`config.mk`:
```
export PLATFORM = sky130hd
export DESIGN_NAME = htsc_ctrl
export DESIGN_NICKNAME = d
export VERILOG_FILES = /design/src/hdl/htsc_pkg.sv /design/src/hdl/htsc_ctrl.sv
export SDC_FILE = /design/constraint.sdc
export NUM_CORES = 1
export LEC_CHECK = 0
export ABC_AREA = 1
export BUFFER_PORTS_ARGS = -buffer_cell sky130_fd_sc_hd__buf_2
export CAP_MARGIN = 10
export CORE_ASPECT_RATIO = 0.75
export CORE_MARGIN = 1
export CORE_UTILIZATION = 28
export CTS_BUF_LIST = sky130_fd_sc_hd__clkbuf_16
export DETAILED_ROUTE_END_ITERATION = 12
export SLEW_MARGIN = 30
export SYNTH_ARGS = -nofsm -noshare
export SYNTH_HDL_FRONTEND = slang
export SYNTH_SLANG_ARGS = --single-unit
```
`constraint.sdc`:
```
create_clock -name clk_i -period 3.6 [get_ports clk_i]
set_input_delay 0.72 -clock clk_i [delete_from_list [all_inputs] [get_ports clk_i]]
set_output_delay 0.72 -clock clk_i [all_outputs]
set_load 0.02 [all_outputs]
```
`src/hdl/htsc_pkg.sv`:
```
`timescale 1ns / 1ps

package htsc_pkg;

  localparam int unsigned SlotsDef   = 1024;
  localparam int unsigned BucketsDef = 256;

  localparam logic [1:0] OP_LOOKUP = 2'd0;
  localparam logic [1:0] OP_INSERT = 2'd1;
  localparam logic [1:0] OP_SWEEP  = 2'd2;
  localparam logic [1:0] OP_CLEAR  = 2'd3;

  localparam logic [1:0] STAT_OK   = 2'd0;
  localparam logic [1:0] STAT_MISS = 2'd1;
  localparam logic [1:0] STAT_FULL = 2'd2;

  typedef enum logic [3:0] {
    ST_INIT,
    ST_IDLE,
    ST_HASH,
    ST_LK_HEAD,
    ST_LK_FIRST,
    ST_LK_CHK,
    ST_IN_START,
    ST_IN_POP,
    ST_IN_WALK,
    ST_SW_BKT,
    ST_SW_HEAD,
    ST_SW_NODE,
    ST_SW_FREE,
    ST_CLR,
    ST_RESP
  } state_e;

  typedef enum logic [3:0] {
    CMD_NONE,
    CMD_ACCEPT,
    CMD_INIT,
    CMD_HASH,
    CMD_LK_HEAD,
    CMD_LK_FIRST,
    CMD_LK_CHK,
    CMD_IN_START,
    CMD_IN_POP,
    CMD_IN_WALK,
    CMD_SW_BKT,
    CMD_SW_HEAD,
    CMD_SW_NODE,
    CMD_SW_FREE,
    CMD_RESP
  } cmd_e;

  typedef struct packed {
    logic [1:0] op;
    logic       hash_done;
    logic       head_nil;
    logic       nxt_nil;
    logic       key_match;
    logic       stale;
    logic       free_empty;
    logic       last_bkt;
    logic       init_last;
    logic       out_busy;
  } dp_status_t;

endpackage

```
`src/hdl/htsc_ctrl.sv`:
```
`timescale 1ns / 1ps

module htsc_ctrl (
  input  logic                clk_i,
  input  logic                rst_ni,
  input  logic                in_valid_i,
  output logic                in_ready_o,
  input  htsc_pkg::dp_status_t status_i,
  output htsc_pkg::cmd_e      cmd_o
);
  import htsc_pkg::*;

  state_e state_q, state_d;
  state_e adv_state;

  always_ff @(posedge clk_i or negedge rst_ni) begin
    if (!rst_ni) begin
      state_q <= ST_INIT;
    end else begin
      state_q <= state_d;
    end
  end

  always_comb begin
    if (status_i.nxt_nil) begin
      adv_state = status_i.last_bkt ? ST_RESP : ST_SW_BKT;
    end else begin
      adv_state = ST_SW_NODE;
    end
  end

  always_comb begin
    state_d = state_q;
    unique case (state_q)
      ST_INIT: if (status_i.init_last) state_d = ST_IDLE;
      ST_CLR: if (status_i.init_last) state_d = ST_RESP;
      ST_IDLE: if (in_valid_i) state_d = ST_HASH;
      ST_HASH: begin
        if (status_i.hash_done) begin
          unique case (status_i.op)
            OP_LOOKUP: state_d = ST_LK_HEAD;
            OP_INSERT: state_d = ST_IN_START;
            OP_SWEEP:  state_d = ST_SW_BKT;
            default:   state_d = ST_CLR;
          endcase
        end
      end
      ST_LK_HEAD: state_d = ST_LK_FIRST;
      ST_LK_FIRST: state_d = status_i.head_nil ? ST_RESP : ST_LK_CHK;
      ST_LK_CHK: if (status_i.key_match || status_i.nxt_nil) state_d = ST_RESP;
      ST_IN_START: state_d = status_i.free_empty ? ST_RESP : ST_IN_POP;
      ST_IN_POP: state_d = status_i.head_nil ? ST_RESP : ST_IN_WALK;
      ST_IN_WALK: if (status_i.nxt_nil) state_d = ST_RESP;
      ST_SW_BKT: state_d = ST_SW_HEAD;
      ST_SW_HEAD: begin
        if (status_i.head_nil) begin
          state_d = status_i.last_bkt ? ST_RESP : ST_SW_BKT;
        end else begin
          state_d = ST_SW_NODE;
        end
      end
      ST_SW_NODE: state_d = status_i.stale ? ST_SW_FREE : adv_state;
      ST_SW_FREE: state_d = adv_state;
      ST_RESP: if (!status_i.out_busy) state_d = ST_IDLE;
      default: state_d = ST_INIT;
    endcase
  end

  always_comb begin
    in_ready_o = 1'b0;
    cmd_o      = CMD_NONE;
    unique case (state_q)
      ST_INIT, ST_CLR: cmd_o = CMD_INIT;
      ST_IDLE: begin
        in_ready_o = 1'b1;
        cmd_o      = in_valid_i ? CMD_ACCEPT : CMD_NONE;
      end
      ST_HASH:     cmd_o = CMD_HASH;
      ST_LK_HEAD:  cmd_o = CMD_LK_HEAD;
      ST_LK_FIRST: cmd_o = CMD_LK_FIRST;
      ST_LK_CHK:   cmd_o = CMD_LK_CHK;
      ST_IN_START: cmd_o = CMD_IN_START;
      ST_IN_POP:   cmd_o = CMD_IN_POP;
      ST_IN_WALK:  cmd_o = CMD_IN_WALK;
      ST_SW_BKT:   cmd_o = CMD_SW_BKT;
      ST_SW_HEAD:  cmd_o = CMD_SW_HEAD;
      ST_SW_NODE:  cmd_o = CMD_SW_NODE;
      ST_SW_FREE:  cmd_o = CMD_SW_FREE;
      ST_RESP:     cmd_o = CMD_RESP;
      default:     cmd_o = CMD_NONE;
    endcase
  end

endmodule

```
==> results of run 1 <==
[synthesized netlist by cell type, types with 2 or more instances]
| library cell | instances |
|---|---|
| nand3_1 | 15 |
| inv_1 | 19 |
| nor3_1 | 2 |
| inv_2 | 4 |
| nand3_2 | 3 |
| buf_6 | 5 |
| nor2_1 | 15 |
| nor2_2 | 5 |
| nand2_1 | 67 |
| nand2_2 | 2 |
| dfrtp_1 | 4 |
| nor2_4 | 3 |
| a21oi_1 | 2 |
| nand3b_1 | 2 |
[power breakdown]
part	switching, mW	total [mW]	internal, mW
clock network	0.0290	0.171	0.142
registers	0.0624	0.134	0.0713
logic	0.418	0.620	0.202
total	0.509	0.924	0.414
[metrics by stage]
| step | setup slack [ns] | cells |
|---|---|---|
| 2_1_floorplan | 1.71 | 152 |
| 3_3_place_gp | 1.47 | 201 |
| 3_5_place_dp | 1.46 | 201 |
| 4_1_cts | 1.22 | 204 |
| 5_1_grt | 1.05 | 204 |
| 6_report | 1.21 | 204 |
[worst max-delay path, stage by stage (launching register included)]
cell,delay (ns)
dfrtp_1,0.49
nor2_2,0.42
inv_1,0.11
nor2_2,0.13
a21oi_1,0.08
nand3_1,0.06
buf_2,0.16
[routing by layer]
metal / vias up / GRT usage / wire length [um]
met4: 0 / 0 / 0
met1: 391 / 0.224 / 1150
li1: 495 / - / -
met3: 0 / 0.0327 / 123
met5: - / 0 / 0
met2: 27 / 0.217 / 815
[how the worst max path moves through the flow]
stage | startpoint | endpoint | slack, ns | depth (start not counted)
2_1_floorplan | state_q[1]$_DFFE_PN0P_ | cmd_o[0] | 1.71 | 6
3_3_place_gp | state_q[2]$_DFFE_PN0P_ | cmd_o[0] | 1.47 | 6
3_5_place_dp | state_q[2]$_DFFE_PN0P_ | cmd_o[0] | 1.46 | 6
4_1_cts | state_q[2]$_DFFE_PN0P_ | cmd_o[0] | 1.22 | 6
5_1_grt | state_q[2]$_DFFE_PN0P_ | cmd_o[0] | 1.05 | 6
6_report | state_q[2]$_DFFE_PN0P_ | cmd_o[0] | 1.21 | 6
[cells by family after synthesis]
family / Yosys count
buffers and inverters: 28
AO/OA/AOI/OAI: 5
flip-flops: 4
AND/OR/NAND/NOR: 115
[layout make-up]
class | count | area (um^2)
clock buffers | 3 | 75.1
fillers | 317 | 1690
inverters | 23 | 86.3
multi-input cells | 120 | 552
flip-flops and latches | 4 | 100
well taps | 36 | 45.0
repair buffers | 18 | 90.1
==> results.txt, run 1 <==
Remaining antenna violation count -> 0
XOR/XNOR Fraction of Synth Area -> 0
CTS tree -> done
Crit. End Element -> output pin
Total Routing Usage GR -> 0.146
Finished Core Util -> 0.359
CTS max path bufs -> 2
Die H -> 48.1 um
Most frequent cells in the layout -> nand2_1, inv_1, buf_2, nand3_1, nor2_1
Residual DRC -> 0
DP HPWL -> 1680 um
Largest net degree at the start of global routing -> 12
Syn nets -> 166
Dpl cell area -> 873 um^2
Setup tns final -> 0 ns
Post_cts resized -> 0
Max Slew Vio Count -> 0
Area fraction in compound gates after synthesis -> 0.0378
Area share of fa/ha/maj cells after synthesis -> 0
#FFs+latches synth -> 4
Slew margin rel. -> 0.695
I/O pins -> 19
Fmax -> 419 MHz
Top Registers -> state_q (4)
FP Rows -> 16
Worst-path maximum fanout -> 11
Final Power -> 0.924 mW
Minimum clock period after layout -> 2.39 ns
Largest family of logic cells by synthesized area -> simple AND/OR/NAND/NOR gates
Share of the synthesized area in the top cell type -> 0.317
N_diodes -> 0
Post-synthesis cell type count -> 18
R2R setup slack -> 1.95 ns
Clock sinks -> 4
DRT Wirelength -> 2090 um
Postcts setup bufs -> 0
Worst Path Required -> 2.88 ns
GPL Wtd Cong -> 0.861
Area grow syn2layout -> 19.4%
Max FFs per register -> 4
Die X -> 63.5 um
Hold Buf Count CTS -> 0
Outcome -> complete, no violations
CP Class -> flip-flop to output pin
Core box area -> 2640 um^2
Worst skew pair latency -> 0.22 ns
Wire length per cell -> 10.2 um
Initial Util -> 0.301
R2R Path End -> state_q[1]$_DFFE_PN0P_
Share of flip-flops with an asynchronous set or reset -> 1.00
Nets -> 184
Lkg Pwr -> 0.586 nW
Root buf cell -> clkbuf_16
Largest Register -> state_q
Max-cap violations -> 0
Via count -> 913
Peak VDD IR -> 276 uV
Multiplexer area fraction after synthesis -> 0
Fin crit share -> 0.663
Mapped Area -> 795 um^2
# H-tree levels -> 1
Final Setup Violations -> 0
Crit start category -> flip-flop
Final hold violation count -> 0
Register area share after synthesis -> 0.126
Reg-to-Reg Start -> state_q[2]$_DFFE_PN0P_
Finished Cell Area -> 948 um^2
Number of enable flip-flop cells after synthesis -> 0
Cell count after synthesis -> 152
Slew of the pin with the lowest slew margin -> 0.457 ns
DR iter-0 viols -> 73
First-pass GRT wire length -> 3380 um
Synth Area in Simple Gates -> 0.657
Synth area leaders -> nand2_1, dfrtp_1, nand3_1
Total iterations of the first detailed-routing run -> 4
Vias in the first global route -> 725
Worst hold path class -> primary input to asynchronous set/reset pin
PortBufs -> 18
Yosys warning count -> 0
Most common cell after layout, fill and taps aside -> nand2_1
Routed vias/inst -> 4.48
Syn Area/Cell -> 5.23 um^2
Clock buffer count from CTS -> 3
Pwr per Cell Area -> 974 nW/um^2
Clock skew -> 0.000646 ns
RSZ-0062 raised after global routing -> false
Overflow after GRT -> 0
Clock slew at reported path FFs -> 0.03 ns
Die ar. -> 3060 um^2
Antenna violations before repair -> 0
Post-synth top flop -> dfrtp_1
Synth area leader -> nand2_1
Hold WS -> 0.297 ns
CP arrival -> 1.67 ns
Worst r2r path cells -> 8
Layout cells sized above 1 -> 0.226
Power figures use the tool's default switching activity.
==> run 2: changes to the inputs <==
==> constraint.sdc (replaced) <==
create_clock -name clk_i -period 1.9 [get_ports clk_i]
set_input_delay 0.38 -clock clk_i [delete_from_list [all_inputs] [get_ports clk_i]]
set_output_delay 0.38 -clock clk_i [all_outputs]
set_load 0.02 [all_outputs]
==> run 2 against run 1 <==
Effect of this change:
- final area grew 5.0%
- sequential power grew 97%
- total power grew 96%
- combinational power grew 98%
- die area is the same
- clock power grew 89%
- sequential share of layout area shrank 0.13 points
- register-to-register slack lost 1.5 ns
- flip-flop and latch count is the same
- worst hold slack gained 0.20 ns
- core utilization grew 1.8 points
- first-iteration DRC count shrank 18%
- critical path type unchanged
==> results.txt, run 2 (synthesized netlist as in run 1, its figures left out) <==
Residual DRC -> 0 (unchanged)
PortBufs -> 18 (unchanged)
GPL Wtd Cong -> 0.863 (+0.22%)
Top Registers -> state_q (4)
Initial Util -> 0.301 (unchanged)
Overflow after GRT -> 0 (unchanged)
Vias in the first global route -> 758 (+4.6%)
Clock skew -> 0.0000675 ns (-0.000579 ns)
Fmax -> 568 MHz
Routed vias/inst -> 4.42 (-1.3%)
Peak VDD IR -> 705 uV (+160%)
Nets -> 188 (+2.2%)
Most frequent cells in the layout -> nand2_1, inv_1, buf_2, nand3_1, nor2_1
FP Rows -> 16 (unchanged)
Die X -> 63.5 um (unchanged)
# H-tree levels -> 1 (unchanged)
CTS max path bufs -> 2 (unchanged)
Core box area -> 2640 um^2 (unchanged)
Minimum clock period after layout -> 1.76 ns
Fin cells -> 208 (+2.0%)
DR iter-0 viols -> 60 (-18%)
Largest net degree at the start of global routing -> 10 (-2)
Clock buffer count from CTS -> 3 (unchanged)
Via count -> 919 (+0.66%)
CP Class -> flip-flop to output pin
Fin crit share -> 0.926
Final Setup Violations -> 0 (unchanged)
I/O pins -> 19 (unchanged)
Die H -> 48.1 um (unchanged)
Max Slew Vio Count -> 0 (unchanged)
Wire length per cell -> 9.83 um (-3.9%)
CP arrival -> 1.38 ns (-0.29 ns)
Postcts setup bufs -> 0 (unchanged)
Remaining antenna violation count -> 0 (unchanged)
Placed cell count -> 204 (+1.5%)
Clock slew at reported path FFs -> 0.03 ns (about the same)
Pwr per Cell Area -> 1820 nW/um^2 (+87%)
Outcome -> complete, no violations
Final hold violation count -> 0 (unchanged)
Clock sinks -> 4 (unchanged)
Crit start category -> flip-flop
N_diodes -> 0 (unchanged)
Die ar. -> 3060 um^2 (unchanged)
Worst Path Required -> 1.52 ns (-1.36 ns)
Largest Register -> state_q
Root buf cell -> clkbuf_16
First-pass GRT wire length -> 3360 um (-0.62%)
Lkg Pwr -> 0.604 nW (+3.1%)
Crit. End Element -> output pin
CTS tree -> done
Total Routing Usage GR -> 0.146 (+0.000296)
Most common cell after layout, fill and taps aside -> nand2_1
Worst hold path class -> primary input to asynchronous set/reset pin
Max-cap violations -> 0 (unchanged)
DP HPWL -> 1730 um (+3.1%)
Total iterations of the first detailed-routing run -> 4 (unchanged)
DRT Wirelength -> 2050 um (-2.0%)
Antenna violations before repair -> 0 (unchanged)
Setup tns final -> 0 ns (unchanged)
Layout cells sized above 1 -> 0.267 (+0.0413)
RSZ-0062 raised after global routing -> false
Slew of the pin with the lowest slew margin -> 0.294 ns (-0.163 ns)
Area grow syn2layout -> 25.4%
Max FFs per register -> 4 (unchanged)
Worst-path maximum fanout -> 9 (-2)
Worst skew pair latency -> 0.22 ns (about the same)
Slew margin rel. -> 0.804 (+0.109)
==> run 2: changes by cell type in the layout (fill, tap and decap cells not counted), sizes merged <==
cell         before  now
buf              18   21
dlygate4sd3       0    1
==> run 2: area by class of cell <==
type	count	area [um^2]
sequential	4	104
timing repair buffer	22	123
clock buffer	3	75.1
inverter	23	86.3
tap	36	45.0
fill	319	1650
multi-input combinational	120	563
==> run 2: final timing paths <==
kind / startpoint / to / slack (ns) / cells past startpoint
setup reg to reg: state_q[1]$_DFFE_PN0P_ / state_q[2]$_DFFE_PN0P_ / 0.45 / 9
hold / removal: rst_ni / state_q[2]$_DFFE_PN0P_ / 0.49 / 2
max in group asynchronous: rst_ni / state_q[0]$_DFFE_PN0P_ / 1.27 / 2
min in group clk_i: status_i[0] / state_q[1]$_DFFE_PN0P_ / 0.52 / 5
hold reg to reg: state_q[3]$_DFFE_PN0P_ / state_q[3]$_DFFE_PN0P_ / 0.60 / 2
setup / recovery: state_q[2]$_DFFE_PN0P_ / cmd_o[0] / 0.14 / 7
==> run 2: timing repair <==
item | in CTS | in global routing
resized for setup | 0 | 6
hold buffers | 1 | 0
hold endpoints to repair | 4 | 0
endpoints found under the setup margin | 0 | 2
==> run 2: stage by stage <==
step | utilization | area (um^2) | setup WS (ns) | power [mW] | hold WS, ns
floorplan | - | 795 | 0.352 | 1.24 | 0.0844
global placement | 0.339 | 896 | 0.294 | 1.46 | 0.195
detailed placement | 0.339 | 896 | 0.275 | 1.45 | 0.193
CTS | 0.371 | 981 | 0.0390 | 1.79 | 0.498
global route | 0.377 | 996 | 0.00576 | 2.02 | 0.509
finish | 0.377 | 996 | 0.140 | 1.82 | 0.495
==> run 2: where the power goes <==
| group | leakage [nW] | internal [mW] | switching [mW] |
|---|---|---|---|
| registers | 0.0455 | 0.142 | 0.121 |
| clock network | 0.0370 | 0.268 | 0.0543 |
| logic | 0.522 | 0.437 | 0.792 |
==> run 2: routing by layer <==
| layer | global-route usage | wire length [um] |
|---|---|---|
| met1 | 0.215 | 1100 |
| met2 | 0.213 | 802 |
| met3 | 0.0491 | 127 |
| met4 | 0.00909 | 10 |
| met5 | 0 | 0 |
==> run 2: critical path: stages (launching register included) <==
cell and delay [ns]:
dfrtp_2 0.48, nand2_2 0.11, inv_2 0.07, nand2_1 0.08, nand2_1 0.09, a21oi_2 0.11, nand3_1 0.06, buf_2 0.16
